### src/hdl/time_message_serial_transmitter_top_assert.svh
// assertion macros for the time message transmitter
`ifndef TIME_MESSAGE_SERIAL_TRANSMITTER_TOP_ASSERT_SVH
`define TIME_MESSAGE_SERIAL_TRANSMITTER_TOP_ASSERT_SVH

// same-cycle implication, checked out of reset
`define TMST_ASSERT_NOW(name, clk_sig, rst_n_sig, ante, cons, msg) \
	name: assert property (@(posedge clk_sig) disable iff (!(rst_n_sig)) \
		(ante) |-> (cons)) else $error(msg);

// next-cycle implication, checked out of reset
`define TMST_ASSERT_NEXT(name, clk_sig, rst_n_sig, ante, cons, msg) \
	name: assert property (@(posedge clk_sig) disable iff (!(rst_n_sig)) \
		(ante) |=> (cons)) else $error(msg);

`endif

### src/hdl/tmst_pkg.sv
`default_nettype none

package tmst_pkg;

	// command codes
	localparam logic OP_TICK = 1'b0;
	localparam logic OP_SEND = 1'b1;

	// frame and message constants
	localparam int unsigned MSG_LEN   = 6;
	localparam int unsigned DATA_BITS = 8;
	localparam int unsigned MSG_BITS  = MSG_LEN * DATA_BITS;

	localparam logic [7:0] CHAR_CR    = 8'd13;
	localparam logic [7:0] CHAR_COLON = 8'd58;
	localparam logic [7:0] CHAR_ZERO  = 8'd48;

	// one input transaction
	typedef struct packed {
		logic       opcode;
		logic [3:0] digit_hour_tens;
		logic [3:0] digit_hour_units;
		logic [3:0] digit_minute_tens;
		logic [3:0] digit_minute_units;
	} cmd_t;

	// one result transaction
	typedef struct packed {
		logic line_level;
		logic idle;
	} res_t;

	// digit to character, no range check
	function automatic logic [7:0] to_char(input logic [3:0] digit);
		return {4'd0, digit} + CHAR_ZERO;
	endfunction

endpackage

`default_nettype wire

### src/hdl/tmst_in_stage.sv
`default_nettype none

module tmst_in_stage
	import tmst_pkg::*;
(
	input  wire logic clk,
	input  wire logic arst_n,
	input  wire logic cmd_valid,
	output logic      cmd_stall,
	input  wire cmd_t cmd,
	input  wire logic adv,
	output logic      valid_s1,
	output cmd_t      cmd_s1
);

	logic load;

	// hold a transaction while the next stage cannot take it
	assign cmd_stall = valid_s1 && !adv;
	assign load      = cmd_valid && !cmd_stall;

	// valid flag
	always_ff @(posedge clk or negedge arst_n) begin
		if (!arst_n) begin
			valid_s1 <= 1'b0;
		end else if (!valid_s1 || adv) begin
			valid_s1 <= cmd_valid;
		end
	end

	// payload
	always_ff @(posedge clk) begin
		if (load) begin
			cmd_s1 <= cmd;
		end
	end

endmodule

`default_nettype wire

### src/hdl/tmst_frame_engine.sv
`default_nettype none

module tmst_frame_engine
	import tmst_pkg::*;
(
	input  wire logic clk,
	input  wire logic arst_n,
	input  wire logic fire,
	input  wire cmd_t cmd_s1,
	output res_t      res_next
);

	localparam logic [1:0] PH_IDLE  = 2'd0;
	localparam logic [1:0] PH_START = 2'd1;
	localparam logic [1:0] PH_DATA  = 2'd2;
	localparam logic [1:0] PH_STOP  = 2'd3;

	localparam logic [3:0] BITS_LAST  = 4'(DATA_BITS);
	localparam logic [2:0] CHAR_LAST  = 3'(MSG_LEN - 1);

	logic [1:0]          phase_q,    phase_n;
	logic [2:0]          char_idx_q, char_idx_n;
	logic [3:0]          bits_q,     bits_n;
	logic [MSG_BITS-1:0] msg_q,      msg_n;
	logic                line_q,     line_n;

	// next state for one transaction
	always_comb begin
		phase_n    = phase_q;
		char_idx_n = char_idx_q;
		bits_n     = bits_q;
		msg_n      = msg_q;
		line_n     = line_q;
		if (cmd_s1.opcode == OP_SEND) begin
			// message is shifted out from bit 0 upward, carriage return first
			msg_n      = {to_char(cmd_s1.digit_minute_units),
				to_char(cmd_s1.digit_minute_tens), CHAR_COLON,
				to_char(cmd_s1.digit_hour_units),
				to_char(cmd_s1.digit_hour_tens), CHAR_CR};
			char_idx_n = '0;
			bits_n     = '0;
			phase_n    = PH_START;
		end else begin
			unique case (phase_q)
				PH_START: begin
					line_n  = 1'b0;
					phase_n = PH_DATA;
				end
				PH_DATA: begin
					line_n = msg_q[0];
					msg_n  = msg_q >> 1;
					bits_n = bits_q + 4'd1;
					if (bits_n >= BITS_LAST) begin
						phase_n = PH_STOP;
					end
				end
				PH_STOP: begin
					line_n = 1'b1;
					bits_n = '0;
					if (char_idx_q < CHAR_LAST) begin
						char_idx_n = char_idx_q + 3'd1;
						phase_n    = PH_START;
					end else begin
						char_idx_n = '0;
						phase_n    = PH_IDLE;
					end
				end
				default: begin
				end
			endcase
		end
	end

	assign res_next.line_level = line_n;
	assign res_next.idle       = (phase_n == PH_IDLE);

	// control state
	always_ff @(posedge clk or negedge arst_n) begin
		if (!arst_n) begin
			phase_q    <= PH_IDLE;
			char_idx_q <= '0;
			bits_q     <= '0;
			line_q     <= 1'b1;
		end else if (fire) begin
			phase_q    <= phase_n;
			char_idx_q <= char_idx_n;
			bits_q     <= bits_n;
			line_q     <= line_n;
		end
	end

	// message shift register
	always_ff @(posedge clk) begin
		if (fire) begin
			msg_q <= msg_n;
		end
	end

endmodule

`default_nettype wire

### src/hdl/tmst_out_stage.sv
`default_nettype none

module tmst_out_stage
	import tmst_pkg::*;
(
	input  wire logic clk,
	input  wire logic arst_n,
	input  wire logic valid_s1,
	input  wire res_t res_next,
	output logic      adv,
	output logic      res_valid,
	input  wire logic res_stall,
	output res_t      res_q
);

	// room when empty or the held result leaves this cycle
	assign adv = !res_valid || !res_stall;

	// valid flag
	always_ff @(posedge clk or negedge arst_n) begin
		if (!arst_n) begin
			res_valid <= 1'b0;
		end else if (adv) begin
			res_valid <= valid_s1;
		end
	end

	// payload
	always_ff @(posedge clk) begin
		if (adv && valid_s1) begin
			res_q <= res_next;
		end
	end

endmodule

`default_nettype wire

### src/hdl/time_message_serial_transmitter_top.sv
// Serial transmitter for a six-character time message ("\r", h, h, ':', m, m) in 8N1
// frames, LSB first. A send transaction loads four digits (48 is added to each) and
// restarts the frame sequence; each tick transaction drives the next line level:
// start bit, eight data bits, stop bit. Every command gives exactly one result with
// the line level after it and an idle flag; the line rests high when idle. One
// transaction is accepted every clock while cmd_stall is low; its result passes through
// the input register and then the result register, with the state update between
// them. A stalled result holds the input only once both registers are full.
`default_nettype none
`include "time_message_serial_transmitter_top_assert.svh"

module time_message_serial_transmitter_top
	import tmst_pkg::*;
(
	input  wire logic       clk,
	input  wire logic       arst_n,
	input  wire logic       cmd_valid,
	output logic            cmd_stall,
	input  wire logic       opcode,
	input  wire logic [3:0] digit_hour_tens,
	input  wire logic [3:0] digit_hour_units,
	input  wire logic [3:0] digit_minute_tens,
	input  wire logic [3:0] digit_minute_units,
	output logic            res_valid,
	input  wire logic       res_stall,
	output logic            line_level,
	output logic            idle
);

	cmd_t cmd;
	cmd_t cmd_s1;
	logic valid_s1;
	logic adv;
	res_t res_next;
	res_t res_q;

	// gather the payload
	assign cmd.opcode             = opcode;
	assign cmd.digit_hour_tens    = digit_hour_tens;
	assign cmd.digit_hour_units   = digit_hour_units;
	assign cmd.digit_minute_tens  = digit_minute_tens;
	assign cmd.digit_minute_units = digit_minute_units;

	tmst_in_stage u_in (
		.clk       (clk),
		.arst_n    (arst_n),
		.cmd_valid (cmd_valid),
		.cmd_stall (cmd_stall),
		.cmd       (cmd),
		.adv       (adv),
		.valid_s1  (valid_s1),
		.cmd_s1    (cmd_s1)
	);

	tmst_frame_engine u_engine (
		.clk      (clk),
		.arst_n   (arst_n),
		.fire     (valid_s1 && adv),
		.cmd_s1   (cmd_s1),
		.res_next (res_next)
	);

	tmst_out_stage u_out (
		.clk       (clk),
		.arst_n    (arst_n),
		.valid_s1  (valid_s1),
		.res_next  (res_next),
		.adv       (adv),
		.res_valid (res_valid),
		.res_stall (res_stall),
		.res_q     (res_q)
	);

	assign line_level = res_q.line_level;
	assign idle       = res_q.idle;

	// checks
	`TMST_ASSERT_NOW(a_idle_line_high, clk, arst_n, res_valid && idle, line_level,
		"idle result with line low")
	`TMST_ASSERT_NOW(a_stall_needs_item, clk, arst_n, cmd_stall, valid_s1,
		"input stalled with empty stage")
	`TMST_ASSERT_NEXT(a_s1_holds, clk, arst_n, valid_s1 && !adv,
		valid_s1 && $stable(cmd_s1), "held transaction lost or changed")

endmodule

`default_nettype wire

### config.mk
export PLATFORM = sky130hd
export DESIGN_NAME = time_message_serial_transmitter_top
export DESIGN_NICKNAME = d
export VERILOG_FILES = /design/src/hdl/tmst_pkg.sv /design/src/hdl/tmst_in_stage.sv /design/src/hdl/tmst_frame_engine.sv /design/src/hdl/tmst_out_stage.sv /design/src/hdl/time_message_serial_transmitter_top.sv
export VERILOG_INCLUDE_DIRS = /design/src /design/src/hdl
export SDC_FILE = /design/constraint.sdc
export NUM_CORES = 1
export LEC_CHECK = 0
export BUFFER_PORTS_ARGS = -buffer_cell sky130_fd_sc_hd__buf_2
export CORE_AREA = 2 2 66 115
export DETAILED_ROUTE_END_ITERATION = 7
export DIE_AREA = 0 0 68 117
export SYNTH_ARGS = -nofsm -noshare
export SYNTH_HDL_FRONTEND = slang
export SYNTH_SLANG_ARGS = --single-unit
export TNS_END_PERCENT = 5
### constraint.sdc
create_clock -name clk -period 10 [get_ports clk]
set_clock_uncertainty 0.2 [all_clocks]
set_input_delay 1 -clock clk [delete_from_list [all_inputs] [get_ports clk]]
set_output_delay 1 -clock clk [all_outputs]
set_load 0.02 [all_outputs]
==> impl_metrics.toml, run 1 <==
[critical_path]
max_stage_delay_ns = 0.96
reg2regPathDepth = 4
crit_top_cell = "buf_4"
crit_family = "flip-flops"
start_kind = "flip-flop"
r2r_slack_ns = 7.29
path_buf_inv = 2
worstPathMaxFanout = 46
path_cells = "buf_4 -> nor2_1 -> nor2_4 -> buf_4"
r2r-start = "u_in.cmd_s1[16]"
critPathArrivalTime_ns = 2.47
rr_endpoint = "u_engine.msg_q[32]"
critPathCaptureType = "flip-flop"
cp_slowest_cell = "edfxtp_1"
required_ns = 9.76
crit_type = "reg2reg"

[logic_synthesis]
synth_cell_types = 38
ys_seq_area_share_pct = 73.15
yosys.area.top_type = "edfxtp_1"
yosysMostFrequentCell = "edfxtp_1"
ys_top_cells_by_area = "edfxtp_1 (63%), dfrtp_1 (8.9%), mux2_2 (6.6%)"
avgSynthCellArea_sq_um = 15.56
syn_nets = 224
synth_edf_count = 65
yosys_most_used_dff = "edfxtp_1"
synth_area_sq_um = 3080
syn-instance-count = 198
async_flop_share_pct = 15.58
ys_seq_elements = 77
ys.warnings.count = 0
synth_commonest_cells = "edfxtp_1 (65), mux2_2 (18), nor2b_1 (15), or2_2 (14)"
synth_top_area_share_pct = 63.36

[sta]
finalHoldViolations = 0
holdWs_ns = 0.2767
finalSetupTns_ns = 0
period_minus_slack_ns = 2.705
finalMaxSlewViolations = 0
fin_crit_sh_pct = 27.05
finalSetupViolCount = 0
rsz0062_at_grt = "false"
worst_pin_slew_ns = 0.9440
fmax_mhz = 369.6
slew-limit-headroom_pct = 37.07

[detailed_routing]
vias_per_cell = 4.953
drtPass1Iterations = 4
drtIter0Drc = 110
drtAntennaViolNets = 0
post_drt_wl_per_cell_um = 13.96
drcViolationCount = 0
drt-total-wl_mm = 4.453
dr_total_vias = 1580

[pwr]
p_per_area_nw_per_um2 = 232.4
leakagePower_nw = 1.304
ir_drop_v = 0.0001450

[job]
drv_cap = 0

[global_route]
grt_pass1_wl_mm = 7.665
grt_max_degree = 47
grtUsageTotal_pct = 13.60
grt_overflow = 0
grt_pass1_vias = 1648
antenna_found_initial = 0

[final_layout]
num-fill-cells = 613
multi_input_area_sq_um = 767.0
seqCellArea_sq_um = 2253
utilization_pct = 50.07
nNetsFinal = 254
diodes = 0
drive_above_1_share_pct = 31.33
syn_to_final_growth_pct = 15.07

[cts]
clock_latency_ns = 0.33
cts_setup_buffers = 0
cts_tree = "yes"
hold_buffers = 0
cts_buffer_depth = 2
numCtsBuffers = 9
htreeDepth = 3
cts-resized-gates = 0
clkTransAtPathRegs_ns = 0.05
cts-root-buf = "clkbuf_16"
cts_sinks = 77

[hold_path]
worstHoldStart = "u_in.valid_s1"
hold_depth = 1
hold_end = "u_out.res_valid"
hold_class = "reg2reg"

[placed_design]
gp_congestion = 0.7356
hpwlAfterDp_mm = 2.727
numPortBuffers = 24

[floorplan]
core_region_area_sq_um = 7079
num_rows = 41
die_h_um = 117
dieArea_sq_um = 7956
die_x_um = 68
initial_core_util_pct = 43.51
num_io_pins = 25

[run_status]
outcome = "finished clean"
[power by group]
part / internal, mW / leakage [nW] / switching (mW) / total [mW]
Clock: 0.165 / 0.121 / 0.112 / 0.276
Combinational: 0.0524 / 0.432 / 0.0693 / 0.122
Sequential: 0.400 / 0.752 / 0.0259 / 0.426
Total: 0.617 / 1.30 / 0.207 / 0.824
[area by class of cell]
type | count | area share, %
Sequential cell | 77 | 63.57
Multi-Input combinational cell | 106 | 21.64
Clock buffer | 12 | 6.671
Timing Repair Buffer | 26 | 3.812
Tap cell | 86 | 3.036
Inverter | 8 | 0.8472
Clock inverter | 4 | 0.4236
[worst max path at each step]
stage,startpoint,endpoint,cells past startpoint
4_1_cts,u_in.cmd_s1[16],u_engine.msg_q[43],4
3_5_place_dp,u_in.cmd_s1[16],u_engine.msg_q[40],4
5_1_grt,u_in.cmd_s1[16],u_engine.msg_q[43],4
2_1_floorplan,res_stall,u_engine.msg_q[0],3
3_3_place_gp,u_in.cmd_s1[16],u_engine.msg_q[44],4
6_report,u_in.cmd_s1[16],u_engine.msg_q[32],4
[through the flow]
| stage | setup WS, ns | power [mW] | cell area (sq um) | std cells |
|---|---|---|---|---|
| after detailed placement | 7.242 | 0.5557 | 3293 | 303 |
| after global routing | 7.019 | 0.8710 | 3545 | 319 |
| after floorplan | 6.085 | 0.5203 | 3080 | 198 |
| final | 7.295 | 0.8239 | 3545 | 319 |
| after global placement | 7.282 | 0.5536 | 3293 | 303 |
| after CTS | 7.247 | 0.8357 | 3545 | 319 |
[flip-flops by register name (all words and copies together) (netlist names)]
register	flops
u_engine.char_idx_q	3
u_engine.msg_q	46
u_out.res_q	2
u_in.valid_s1	1
u_engine.bits_q	4
u_engine.phase_q	2
u_engine.line_q	1
u_in.cmd_s1	17
u_out.res_valid	1
[logic make-up (layout without fill, tap and decap cells)]
logic type	Yosys count	count (layout)	synth area share, %
xor+xnor	1	1	0.2844
compound gates	28	28	5.768
buf+inv	15	50	2.193
fa+ha+maj	5	5	2.031
mux	18	18	6.580
simple gates	54	54	9.992
flops	77	77	73.15
[cell usage in the layout (no fill, tap or decap), drive strengths merged, types with 3 or more instances in the layout]
| cell | n |
|---|---|
| ha | 5 |
| nor2b | 15 |
| buf | 26 |
| a21oi | 4 |
| edfxtp | 65 |
| clkinv | 4 |
| o21ai | 14 |
| or2 | 14 |
| mux2 | 18 |
| dfrtp | 11 |
| inv | 8 |
| nand2 | 5 |
| nor2 | 10 |
| nand3 | 3 |
| clkbuf | 12 |
[per-layer routing]
metal  share of wire [%]  global-route usage [%]
met3                 3.6                   4.876
met1                  45                   16.45
met4                 2.6                   8.533
met5                   0                       0
met2                  49                   20.39
No activity file was read; power rests on OpenSTA's default activity.
==> run 2, diff against run 1 <==
==> constraint.sdc (replaced) <==
create_clock -name clk -period 2.8 [get_ports clk]
set_clock_uncertainty 0.2 [all_clocks]
set_input_delay 0.28 -clock clk [delete_from_list [all_inputs] [get_ports clk]]
set_output_delay 0.28 -clock clk [all_outputs]
set_load 0.02 [all_outputs]
==> run 2 against run 1 <==
Effect of this change: routed wire length grew 7.0%; total power grew to 3.7 times the previous value; count of clock-buffer cells in the layout grew 3; first-iteration DRC count shrank 3.6%; core utilization grew 3.4 points; combinational power grew to 3.8 times the previous value; sequential power grew to 3.6 times the previous value; via count grew 5.3%; critical path depth grew 2; hold slack lost 0.11 ns; critical endpoint is now u_engine.bits_q[0]; largest cell class unchanged.
==> impl_metrics.toml, run 2 (synthesis gave the netlist of run 1 again) <==
[run_status]
outcome = "finished clean"

[critical_path]
critPathArrivalTime_ns = 1.98
worstPathMaxFanout = 11
crit_type = "in2reg"
critPathCaptureType = "flip-flop"
required_ns = 2.81
start_kind = "input pin"

[placed_design]
gp_congestion = 0.7648
hpwlAfterDp_mm = 2.737
dp.cells = 303
numPortBuffers = 24

[detailed_routing]
wl_met1_mm = 2.132
post_drt_wl_per_cell_um = 14.06
dr_total_vias = 1664
vias_per_cell = 4.909
drtIter0Drc = 106
drtAntennaViolNets = 0
drtPass1Iterations = 5
highest_layer = "met4"
drt-total-wl_mm = 4.765
dr_wl_met3_um = 147
wl_met2_mm = 2.401
drcViolationCount = 0

[floorplan]
die_h_um = 117
core_region_area_sq_um = 7079
dieArea_sq_um = 7956
initial_core_util_pct = 43.51
die_x_um = 68
num_rows = 41
num_io_pins = 25

[final_layout]
num-fill-cells = 586
largest_register_ff_count = 46
nNetsFinal = 274
instances_no_fill = 339
top_regs = "u_engine.msg_q x46, u_in.cmd_s1 x17, u_engine.bits_q x4"
mostFrequentLayoutCell = "edfxtp_1"
syn_to_final_growth_pct = 22.99
utilization_pct = 53.52
diodes = 0
layout_common_cells = "edfxtp_1 (65), buf_2 (24), dlygate4sd3_1 (20)"
drive_above_1_share_pct = 30.43
regMostFlops = "u_engine.msg_q"

[pwr]
p_sw_mw = 0.7509
comb_power_share_pct = 15.2
leakagePower_nw = 1.410
pwr-share-clk_pct = 35.2
power_mw = 3.060
ir_drop_v = 0.0005171
switching_share_pct = 24.54
intPower_mw = 2.309
p_per_area_nw_per_um2 = 807.6
sequentialPowerShare_pct = 49.6

[sta]
fmax_mhz = 508.7
finalMaxSlewViolations = 0
slew-limit-headroom_pct = 50.24
holdWs_ns = 0.1689
finalSetupViolCount = 0
fin_crit_sh_pct = 70.20
finalHoldViolations = 0
rsz0062_at_grt = "false"
finalSetupTns_ns = 0
worst_pin_slew_ns = 0.7463
period_minus_slack_ns = 1.966

[global_route]
grt_pass1_wl_mm = 7.797
grt_max_degree = 60
grt_overflow = 0
antenna_found_initial = 0
grtUsageTotal_pct = 14.03
grt_pass1_vias = 1667

[cts]
cts-root-buf = "clkbuf_16"
clkTransAtPathRegs_ns = 0.05
cts_buffer_depth = 2
cts_tree = "yes"
htreeDepth = 3
clock_latency_ns = 0.32
numCtsBuffers = 9
cts_sinks = 77
cts_setup_buffers = 0

[job]
drv_cap = 0

[hold_path]
hold_class = "in2async"
[run 2: cell types whose count changed in the layout (fill, tap and decap cells not counted)]
cell	delta
dlygate4sd3_1	+20
buf_4	-1
clkbuf_8	+3
buf_12	+1
clkinv_1	-4
clkinv_2	+1
[run 2: final cells by class]
cell class / instances / area [sq um] / share of cell area (%)
Inverter: 8 / 30.03 / 0.7926
Timing Repair Buffer: 46 / 347.8 / 9.181
Multi-Input combinational cell: 106 / 767.0 / 20.24
Tap cell: 86 / 107.6 / 2.840
Clock inverter: 1 / 5.005 / 0.1321
Clock buffer: 15 / 277.8 / 7.332
Sequential cell: 77 / 2253 / 59.48
[run 2: through the flow]
stage,area [sq um],setup slack (ns)
detailed placement,3306,0.9667
CTS,3789,0.8682
finish,3789,0.8343
global placement,3306,1.005
global route,3789,0.7524
floorplan,3083,0.1319
[run 2: worst max-delay path, cell delays in order]
cell	delay [ns]
dlygate4sd3_1	0.54
buf_2	0.14
a21bo_1	0.31
inv_2	0.21
o21ai_0	0.18
mux2_2	0.31
[run 2: power groups by stage]
stage,clock network (mW),registers (mW),logic (mW)
after detailed placement,0,1.54,0.451
after global routing,1.16,1.54,0.529
after floorplan,0,1.52,0.332
final,1.08,1.52,0.466
after global placement,0,1.53,0.442
after CTS,1.11,1.52,0.474
[run 2: path summary, 6_finish.rpt]
check | slack [ns] | startpoint | depth (start not counted) | endpoint
worst max-delay path | 0.83 | res_stall | 6 | u_engine.bits_q[0]
worst min-delay path | 0.17 | arst_n | 2 | u_engine.char_idx_q[2]
worst max register to register | 0.97 | u_engine.phase_q[1] | 5 | u_out.res_q[0]
worst min register to register | 0.27 | u_in.valid_s1 | 1 | u_out.res_valid
max in group asynchronous | 1.95 | arst_n | 2 | u_engine.line_q
min in group clk | 0.27 | u_in.valid_s1 | 1 | u_out.res_valid
[run 2: repair_timing]
action,CTS,global route
hold buffers,20,0
resized for setup,0,0
hold endpoints to repair,31,0
setup endpoints to repair,0,0
[run 2: routing by layer]
metal | GRT usage [%] | vias to the layer above
met4 | 8.800 | 0
li1 | - | 822
met2 | 21.29 | 28
met1 | 17.21 | 809
met5 | 0 | -
met3 | 4.302 | 5
